**src/rtl/core/arm_ik_pkg.sv**
```systemverilog
// Shared constants, tables and types for the arm inverse kinematics pipeline.
`timescale 1ns / 1ps

package arm_ik_pkg;

   // Field widths
   localparam int COORD_W    = 16;
   localparam int ANGLE_W    = 16;
   localparam int LEN_W      = 15;
   localparam int ULA_W      = 13;
   localparam int CSR_IDX_W  = 3;
   localparam int CSR_DATA_W = 15;

   // Angle format: Q.30 internally, ANGLE_FRAC_BITS at the ports
   localparam int ANGLE_FRAC_BITS = 12;
   localparam int Q30_SHIFT       = 30 - ANGLE_FRAC_BITS;

   // CORDIC vectoring unit
   localparam int CORDIC_STAGES = 16;
   localparam int ATAN_TAB_LEN  = 24;
   localparam int CORDIC_ITERS  = (CORDIC_STAGES < ATAN_TAB_LEN) ? CORDIC_STAGES : ATAN_TAB_LEN;
   localparam int CRD_IN_W      = 34;
   localparam int CRD_W         = 44;
   localparam int CRD_Z_W       = 34;
   localparam int CRD_NORM_MSB  = 39;
   localparam int CRD_SHIFT_W   = 6;
   localparam int CRD_LAT       = 4 + CORDIC_ITERS;

   // Pipelined integer square root
   localparam int ISQ_IN_W  = 34;
   localparam int ISQ_STEPS = ISQ_IN_W / 2;
   localparam int ISQ_OUT_W = ISQ_STEPS;
   localparam int ISQ_LAT   = ISQ_STEPS;

   // pi/2 in Q.30, true value for quadrant folding and the 3.1415-based one for the elbow
   localparam int TRUE_HALF_PI_Q30 = 1686629713;
   localparam int FILE_HALF_PI_Q30 = 1686579970;

   // Configuration register indexes
   localparam logic [CSR_IDX_W-1:0] CSR_BASE_HEIGHT       = 3'd0;
   localparam logic [CSR_IDX_W-1:0] CSR_UPPER_LINK_LENGTH = 3'd1;
   localparam logic [CSR_IDX_W-1:0] CSR_UPPER_LINK_ANGLE  = 3'd2;
   localparam logic [CSR_IDX_W-1:0] CSR_FOREARM_LENGTH    = 3'd3;
   localparam logic [CSR_IDX_W-1:0] CSR_TOOL_REACH        = 3'd4;
   localparam logic [CSR_IDX_W-1:0] CSR_MARKER_HEIGHT     = 3'd5;

   // atan(2^-i) in Q.30
   localparam logic [31:0] ATAN_TAB [ATAN_TAB_LEN] = '{
      32'd843314857, 32'd497837829, 32'd263043837, 32'd133525159, 32'd67021687,
      32'd33543516,  32'd16775851,  32'd8388437,   32'd4194283,   32'd2097149,
      32'd1048576,   32'd524288,    32'd262144,    32'd131072,    32'd65536,
      32'd32768,     32'd16384,     32'd8192,      32'd4096,      32'd2048,
      32'd1024,      32'd512,       32'd256,       32'd128
   };

   typedef logic signed [COORD_W-1:0] coord_type;
   typedef logic signed [ANGLE_W-1:0] angle_type;

endpackage

```
**src/rtl/core/arm_ik_isqrt.sv**
```systemverilog
// Pipelined integer square root, one result bit per stage.
`timescale 1ns / 1ps

module arm_ik_isqrt (
   input  logic                               clock,
   input  logic                               enable,
   input  logic [arm_ik_pkg::ISQ_IN_W-1:0]    value,
   output logic [arm_ik_pkg::ISQ_OUT_W-1:0]   root
);
   import arm_ik_pkg::*;

   localparam int RW = ISQ_IN_W + 1;

   logic [RW-1:0] rem_ff  [ISQ_STEPS];
   logic [RW-1:0] res_ff  [ISQ_STEPS];
   logic [RW-1:0] rem_src [ISQ_STEPS];
   logic [RW-1:0] res_src [ISQ_STEPS];
   logic [RW-1:0] rem_in  [ISQ_STEPS];
   logic [RW-1:0] res_in  [ISQ_STEPS];

   // Feed each stage from the one before
   always_comb begin
      rem_src[0] = RW'(value);
      res_src[0] = '0;
      for (int k = 1; k < ISQ_STEPS; k++) begin
         rem_src[k] = rem_ff[k-1];
         res_src[k] = res_ff[k-1];
      end
   end

   // Try one root bit per stage
   always_comb begin
      logic [RW-1:0] bitv;
      logic [RW-1:0] trial;
      for (int k = 0; k < ISQ_STEPS; k++) begin
         bitv  = RW'(1) << (2 * (ISQ_STEPS - 1 - k));
         trial = res_src[k] + bitv;
         if (rem_src[k] >= trial) begin
            rem_in[k] = rem_src[k] - trial;
            res_in[k] = (res_src[k] >> 1) + bitv;
         end else begin
            rem_in[k] = rem_src[k];
            res_in[k] = res_src[k] >> 1;
         end
      end
   end

   // Advance all stages together
   always_ff @(posedge clock) begin
      if (enable) begin
         for (int k = 0; k < ISQ_STEPS; k++) begin
            rem_ff[k] <= rem_in[k];
            res_ff[k] <= res_in[k];
         end
      end
   end

   assign root = res_ff[ISQ_STEPS-1][ISQ_OUT_W-1:0];

endmodule

```
**config.mk**
```make
export PLATFORM = sky130hd
export DESIGN_NAME = arm_ik_isqrt
export DESIGN_NICKNAME = d
export VERILOG_FILES = /design/src/rtl/core/arm_ik_pkg.sv /design/src/rtl/core/arm_ik_isqrt.sv
export SDC_FILE = /design/constraint.sdc
export NUM_CORES = 1
export LEC_CHECK = 0
export ABC_CLOCK_PERIOD_IN_PS = 3100
export BUFFER_PORTS_ARGS = -buffer_cell sky130_fd_sc_hd__buf_2
export CAP_MARGIN = 0
export CORE_MARGIN = 3
export CORE_UTILIZATION = 50
export CTS_BUF_LIST = sky130_fd_sc_hd__clkbuf_8
export CTS_CLUSTER_DIAMETER = 100
export DETAILED_ROUTE_END_ITERATION = 16
export GPL_ROUTABILITY_DRIVEN = 1
export PLACE_DENSITY_LB_ADDON = 0.15
export SLEW_MARGIN = 30
export SYNTH_ARGS = -nofsm -noshare
export SYNTH_HDL_FRONTEND = slang
export SYNTH_SLANG_ARGS = --single-unit
```
**constraint.sdc**
```tcl
create_clock -name clock -period 3.1 [get_ports clock]
set_input_delay 0.93 -clock clock [delete_from_list [all_inputs] [get_ports clock]]
set_output_delay 0.93 -clock clock [all_outputs]
set_load 0.05 [all_outputs]
```
==> results of run 1 <==
## cell usage after synthesis, drive strengths merged, types with 9 or more instances
cell    number
a211oi      19
a21o        31
a21oi      116
and3        10
buf         33
clkbuf      25
edfxtp     713
ha         166
inv        205
mux2        19
mux2i       11
nand2      137
nand2b      37
nand3       41
nand3b       9
nand4       28
nor2       163
nor2b       25
nor3        70
nor4        96
nor4b       12
o211ai      16
o21a        32
o21ai      134
o31ai       19
or2          9
or3         38
or4         20
xnor2      117
xor2       122
## how the worst max path moves through the flow
stage	slack, ns	startpoint	to	cells after the start
2_1_floorplan	0.20	rem_ff[0][464]$_DFFE_PP_	rem_ff[0][519]$_DFFE_PP_	8
3_3_place_gp	0.07	rem_ff[0][461]$_DFFE_PP_	rem_ff[0][514]$_DFFE_PP_	9
3_5_place_dp	-0.10	rem_ff[0][461]$_DFFE_PP_	rem_ff[0][520]$_DFFE_PP_	9
4_1_cts	0.007	rem_ff[0][493]$_DFFE_PP_	rem_ff[0][558]$_DFFE_PP_	10
5_1_grt	-0.02	res_ff[0][467]$_DFFE_PP_	rem_ff[0][522]$_DFFE_PP_	12
6_report	0.07	rem_ff[0][483]$_DFFE_PP_	rem_ff[0][501]$_DFFE_PP_	8
## cell type report
class / count / area [µm²] / area share [%]
diodes: 1 / 2.50 / 0.00659
clock buffers: 113 / 1560 / 4.10
clock inverters: 88 / 498 / 1.31
inverters: 205 / 769 / 2.03
multi-input cells: 1625 / 11500 / 30.2
flip-flops and latches: 713 / 21400 / 56.4
well taps: 864 / 1080 / 2.85
repair buffers: 150 / 1180 / 3.11
## sequential cells by signal, indices dropped and copies added, names as in the netlist
register	flops
res_ff	153
rem_ff	560
## power by group through the flow
stage | Sequential (mW) | Combinational (mW) | Clock (mW)
3_5_place_dp | 13.1 | 4.02 | 0
2_1_floorplan | 12.7 | 2.86 | 0
6_report | 12.9 | 4.09 | 7.29
4_1_cts | 12.9 | 4.04 | 7.55
5_1_grt | 13.0 | 4.58 | 8.01
3_3_place_gp | 13.0 | 3.92 | 0
## what timing repair did
item	in CTS	in global routing
pin swaps	0	4
gates resized for setup	1	30
buffers inserted	0	3
setup endpoints to repair	4	55
## per-stage QoR
step	power, mW	worst slack (ns)	hold WS (ns)
2_1_floorplan	15.5	0.198	0.417
3_3_place_gp	17.0	0.0651	0.426
3_5_place_dp	17.1	-0.101	0.426
4_1_cts	24.5	0.00739	0.294
5_1_grt	25.5	-0.0211	0.307
6_report	24.2	0.0680	0.379
## placed cells by master (no fill, tap or decap), types with 19 or more instances in the layout
cell / instances
edfxtp_1: 713
buf_4: 84
nor3_1: 68
nor2b_1: 25
nand2_1: 136
buf_2: 51
mux2_2: 19
nor4_1: 92
nand4_1: 28
o21ai_0: 132
o21a_1: 32
a21oi_1: 114
xor2_1: 122
a21o_1: 31
or3_1: 38
nor2_1: 162
xnor2_1: 116
nand3_1: 40
clkbuf_8: 113
ha_1: 164
clkinv_1: 37
nand2b_1: 37
inv_1: 237
## routing by layer
| layer | up-vias | wire length, µm | part of all wire [%] | GRT usage [%] |
|---|---|---|---|---|
| met5 | - | 0 | 0 | 0 |
| met4 | 0 | 2650 | 3.8 | 7.99 |
| met3 | 175 | 2730 | 3.9 | 3.46 |
| met2 | 432 | 35400 | 51 | 35.0 |
| met1 | 9982 | 28600 | 41 | 23.9 |
| li1 | 10200 | - | - | - |
## cells by family after synthesis
family	count (synthesis)	share of synthesized area (%)
AO/OA/AOI/OAI	447	8.42
XOR/XNOR	239	6.20
adder cells (fa/ha/maj)	166	6.15
buffers and inverters	263	3.18
flip-flops	713	63.4
multiplexers	30	0.960
other	1	0.0111
AND/OR/NAND/NOR	742	11.6
## worst register-to-register path, delay by kind of cell (launching register included)
family	cells	cell delay, ns
mux	1	0.26
flops	1	0.40
compound gates	1	0.22
buf+inv	2	0.27
simple gates	4	1.63
==> impl_metrics.ini, run 1 <==
[timing]
fmax_ghz = 0.330
rsz0062_at_grt = yes
skew_ns = 0.0471
finalCritPeriodShare_pct = 97.8
finalSetupViolations = 0
final_max_slew_viol_count = 0
max-slew-margin-rel_pct = 51.9
worst_slew_pin_slew_ns = 0.720
hold_violations = 0
period_needed_ns = 3.03
setup-tns-final_ns = 0

[critical_path]
worstSetupPathType = reg -> reg
r2r_end = rem_ff[0][501]$_DFFE_PP_
cp-start-kind = flip-flop
path_cells = or4_4 -> or3_1 -> or3_1 -> and4bb_2 -> a21boi_4 -> buf_12 -> inv_2 -> mux2_2
reg2reg_depth = 8
worstReg2RegStart = rem_ff[0][483]$_DFFE_PP_
cpMostUsedCell = or3_1
cpMaxStageDelayCell = or4_4
end_kind = flip-flop
timing.critical_path.buf_inv = 2
crit_required_ns = 3.57
path_delay_family = simple AND/OR/NAND/NOR gates
critPathMaxStageDelay_ns = 0.56
cp_max_fo = 23
rrSetupSlack_ns = 0.07
cp.arrival_ns = 3.50

[finish]
syn2layout_area_growth_pct = 12.5
nNetsFinal = 3010
n_fill_cell = 5424
design_area_mm2 = 0.0380
stdcell_count = 3759
layout-drive-gt1-share_pct = 12.3
final_util_pct = 57.2

[logic_synthesis]
avgSynthCellArea_um2 = 13.0
postSynthCellCount = 2601
synthArstFlopShare_pct = 0
synth_nets = 2803
seq_area_frac_synth_pct = 63.4
ys_warn_count = 0
synth_top_area_share_pct = 63.4
netlist.top_cell.by_area = edfxtp_1
synthFlopType = edfxtp_1
synth.cell_area_mm2 = 0.0337
synth_edf_count = 713
synth_seq_cells = 713
netlist_top_cells_area = edfxtp_1 (63%), ha_1 (6.2%), xor2_1 (3.2%)
ys_types = 72

[floorplanning]
die_h_um = 266
core_mm2 = 0.0663
placementRows = 94
start_util_pct = 50.9
dieArea_mm2 = 0.0707
die_w_um = 266
ios = 53

[routing]
detail_route.wl_per_cell_um = 18.5
drc = 0
drtIter0Drc = 1322
wl_mm = 69.4
vias = 20800
ant_nets = 0
first_pass_iters = 5
vias_per_cell = 5.53

[placement]
placed_cell_area_mm2 = 0.0357
dp.cells = 3554
hpwl_mm = 51.5
gp_congestion = 0.903
portBuffers = 52

[pwr]
intPower_mw = 17.5
power.leakage_nw = 14.4
seq_power_share_pct = 53.0
switching_share_pct = 27.8
p_switching_mw = 6.75
clkPwrFrac_pct = 30.1
p_per_area_mw_per_mm2 = 639
peakVddDrop_mv = 0.391
p_comb_share_pct = 16.9

[grt]
antenna_found_initial = 1
grt_pass1_vias = 20800
grt_pass1_wl_mm = 111
grt_max_degree = 137
grt_usage_pct = 19.7
overflow = 0

[job]
cap_violations = 0

[worst_hold_path]
hp-start = value[16]
whs_path_depth = 1
holdPathEnd = rem_ff[0][16]$_DFFE_PP_
hold_path.class = in -> reg

[clock_tree]
cts_buffers = 113
cts_tree = done
cts_root_buffer = clkbuf_8
hold_buffers = 0
insertion_delay_ns = 0.72
cts_max_level = 3
path_clk_slew_ns = 0.06
clockBufferDepth = 3
numClockSinks = 713

[run_status]
status = completed
No activity file was read; power rests on OpenSTA's default activity.
==> run 2, diff against run 1 <==
Settings changed: CORE_ASPECT_RATIO from default to 0.75.
==> impl_metrics.ini, run 2 (synthesis results as in run 1) <==
[floorplanning]
dieArea_mm2 = 0.0707
placementRows = 81
die_w_um = 306
die_h_um = 231
ios = 53
core_mm2 = 0.0660
start_util_pct = 51.2

[timing]
final_max_slew_viol_count = 0
finalCritPeriodShare_pct = 97.4
setup_ws_ns = 0.0819
holdWs_ns = 0.380
max-slew-margin-rel_pct = 49.6
finalSetupViolations = 0
worst_slew_pin_slew_ns = 0.749
period_needed_ns = 3.02
hold_violations = 0
skew_ns = 0.0463
fmax_ghz = 0.331

[critical_path]
cp-start-kind = flip-flop
cp.arrival_ns = 3.47
cp_max_fo = 12
end_kind = flip-flop
worstSetupPathType = reg -> reg
crit_required_ns = 3.56

[grt]
grt_usage_pct = 19.8
overflow = 0
grt_pass1_vias = 20200
grt_pass1_wl_mm = 110
antenna_found_initial = 2
grt_max_degree = 91

[routing]
dr_wl_met2_mm = 31.3
route.met3.wl_mm = 3.97
detail_route.wl_per_cell_um = 18.8
first_pass_iters = 5
ant_nets = 0
vias = 20900
drtIter0Drc = 1720
drc = 0
wl_mm = 70.4
vias_per_cell = 5.58
topRoutingLayerUsed = met5
drt-met1-wl_mm = 33.5

[clock_tree]
cts_max_level = 3
clockBufferDepth = 3
cts_root_buffer = clkbuf_8
hold_buffers = 0
cts_tree = done
numClockSinks = 713
cts_buffers = 106
insertion_delay_ns = 0.73
path_clk_slew_ns = 0.07

[pwr]
peakVddDrop_mv = 0.347
power.leakage_nw = 14.4
p_per_area_mw_per_mm2 = 636
power.total_mw = 24.1

[finish]
seq_area_mm2 = 0.0214
stdcell_count = 3749
multi_input_area_mm2 = 0.0115
regMostFlops = rem_ff
layout-drive-gt1-share_pct = 12.0
n_fill_cell = 5305
most-common-layout-cells = edfxtp_1 (713), inv_1 (242), ha_1 (163)
syn2layout_area_growth_pct = 12.2
nNetsFinal = 2994
largest_reg_flops = 560
layout_commonest_cell = edfxtp_1
reg_top3 = rem_ff: 560 flops, res_ff: 153 flops
final_util_pct = 57.4

[job]
cap_violations = 0

[placement]
hpwl_mm = 51.2
dp_slack_ns = 0.00634
dp.cells = 3551
gp_congestion = 0.897
portBuffers = 52

[run_status]
status = completed

[worst_hold_path]
hold_path.class = in -> reg
==> run 2: where the power goes <==
part           leakage [nW]  internal (mW)  switching [mW]
Sequential             6.83           12.0           0.840
Combinational          6.38           1.77            2.31
Clock                  1.15           3.56            3.60
Total                  14.4           17.3            6.74
==> run 2: critical path, cell delays in order, from the launching register on <==
cell      delay [ns]
edfxtp_1        0.42
or4_4           0.57
or3_1           0.35
or3_1           0.37
and4bb_2        0.32
a21boi_4        0.24
buf_12          0.17
inv_2           0.05
mux2_2          0.26
==> run 2: worst paths after layout <==
| check | from | to | slack, ns | cells after the start |
|---|---|---|---|---|
| max | rem_ff[0][483]$_DFFE_PP_ | rem_ff[0][501]$_DFFE_PP_ | 0.08 | 8 |
| min | value[21] | rem_ff[0][21]$_DFFE_PP_ | 0.38 | 1 |
| min reg2reg | rem_ff[0][210]$_DFFE_PP_ | rem_ff[0][245]$_DFFE_PP_ | 0.44 | 0 |
| max reg2reg | rem_ff[0][483]$_DFFE_PP_ | rem_ff[0][501]$_DFFE_PP_ | 0.08 | 8 |
==> run 2: layout make-up <==
class	count	area share, %
diodes	1	0.00661
clock buffers	107	3.89
clock inverters	86	1.28
inverters	205	2.03
multi-input cells	1625	30.3
flip-flops and latches	713	56.6
well taps	871	2.88
repair buffers	141	3.05
==> run 2: per-stage QoR <==
step                setup TNS, ns  instance area [µm²]
floorplan                       0                33700
global placement         -0.00187                35700
detailed placement              0                35700
CTS                             0                37600
global route              -0.0685                37900
finish                          0                37900
==> run 2: repair_timing <==
action	in CTS	in global routing
pin swaps	0	4
endpoints found under the setup margin	2	58
resized for setup	1	30
setup buffers	0	3
gates cloned	0	1
==> run 2: layer usage <==
layer | track usage, % | vias up
met5 | 0 | -
met4 | 5.93 | 2
met3 | 4.32 | 117
met2 | 29.8 | 512
met1 | 28.9 | 10100
li1 | - | 10200
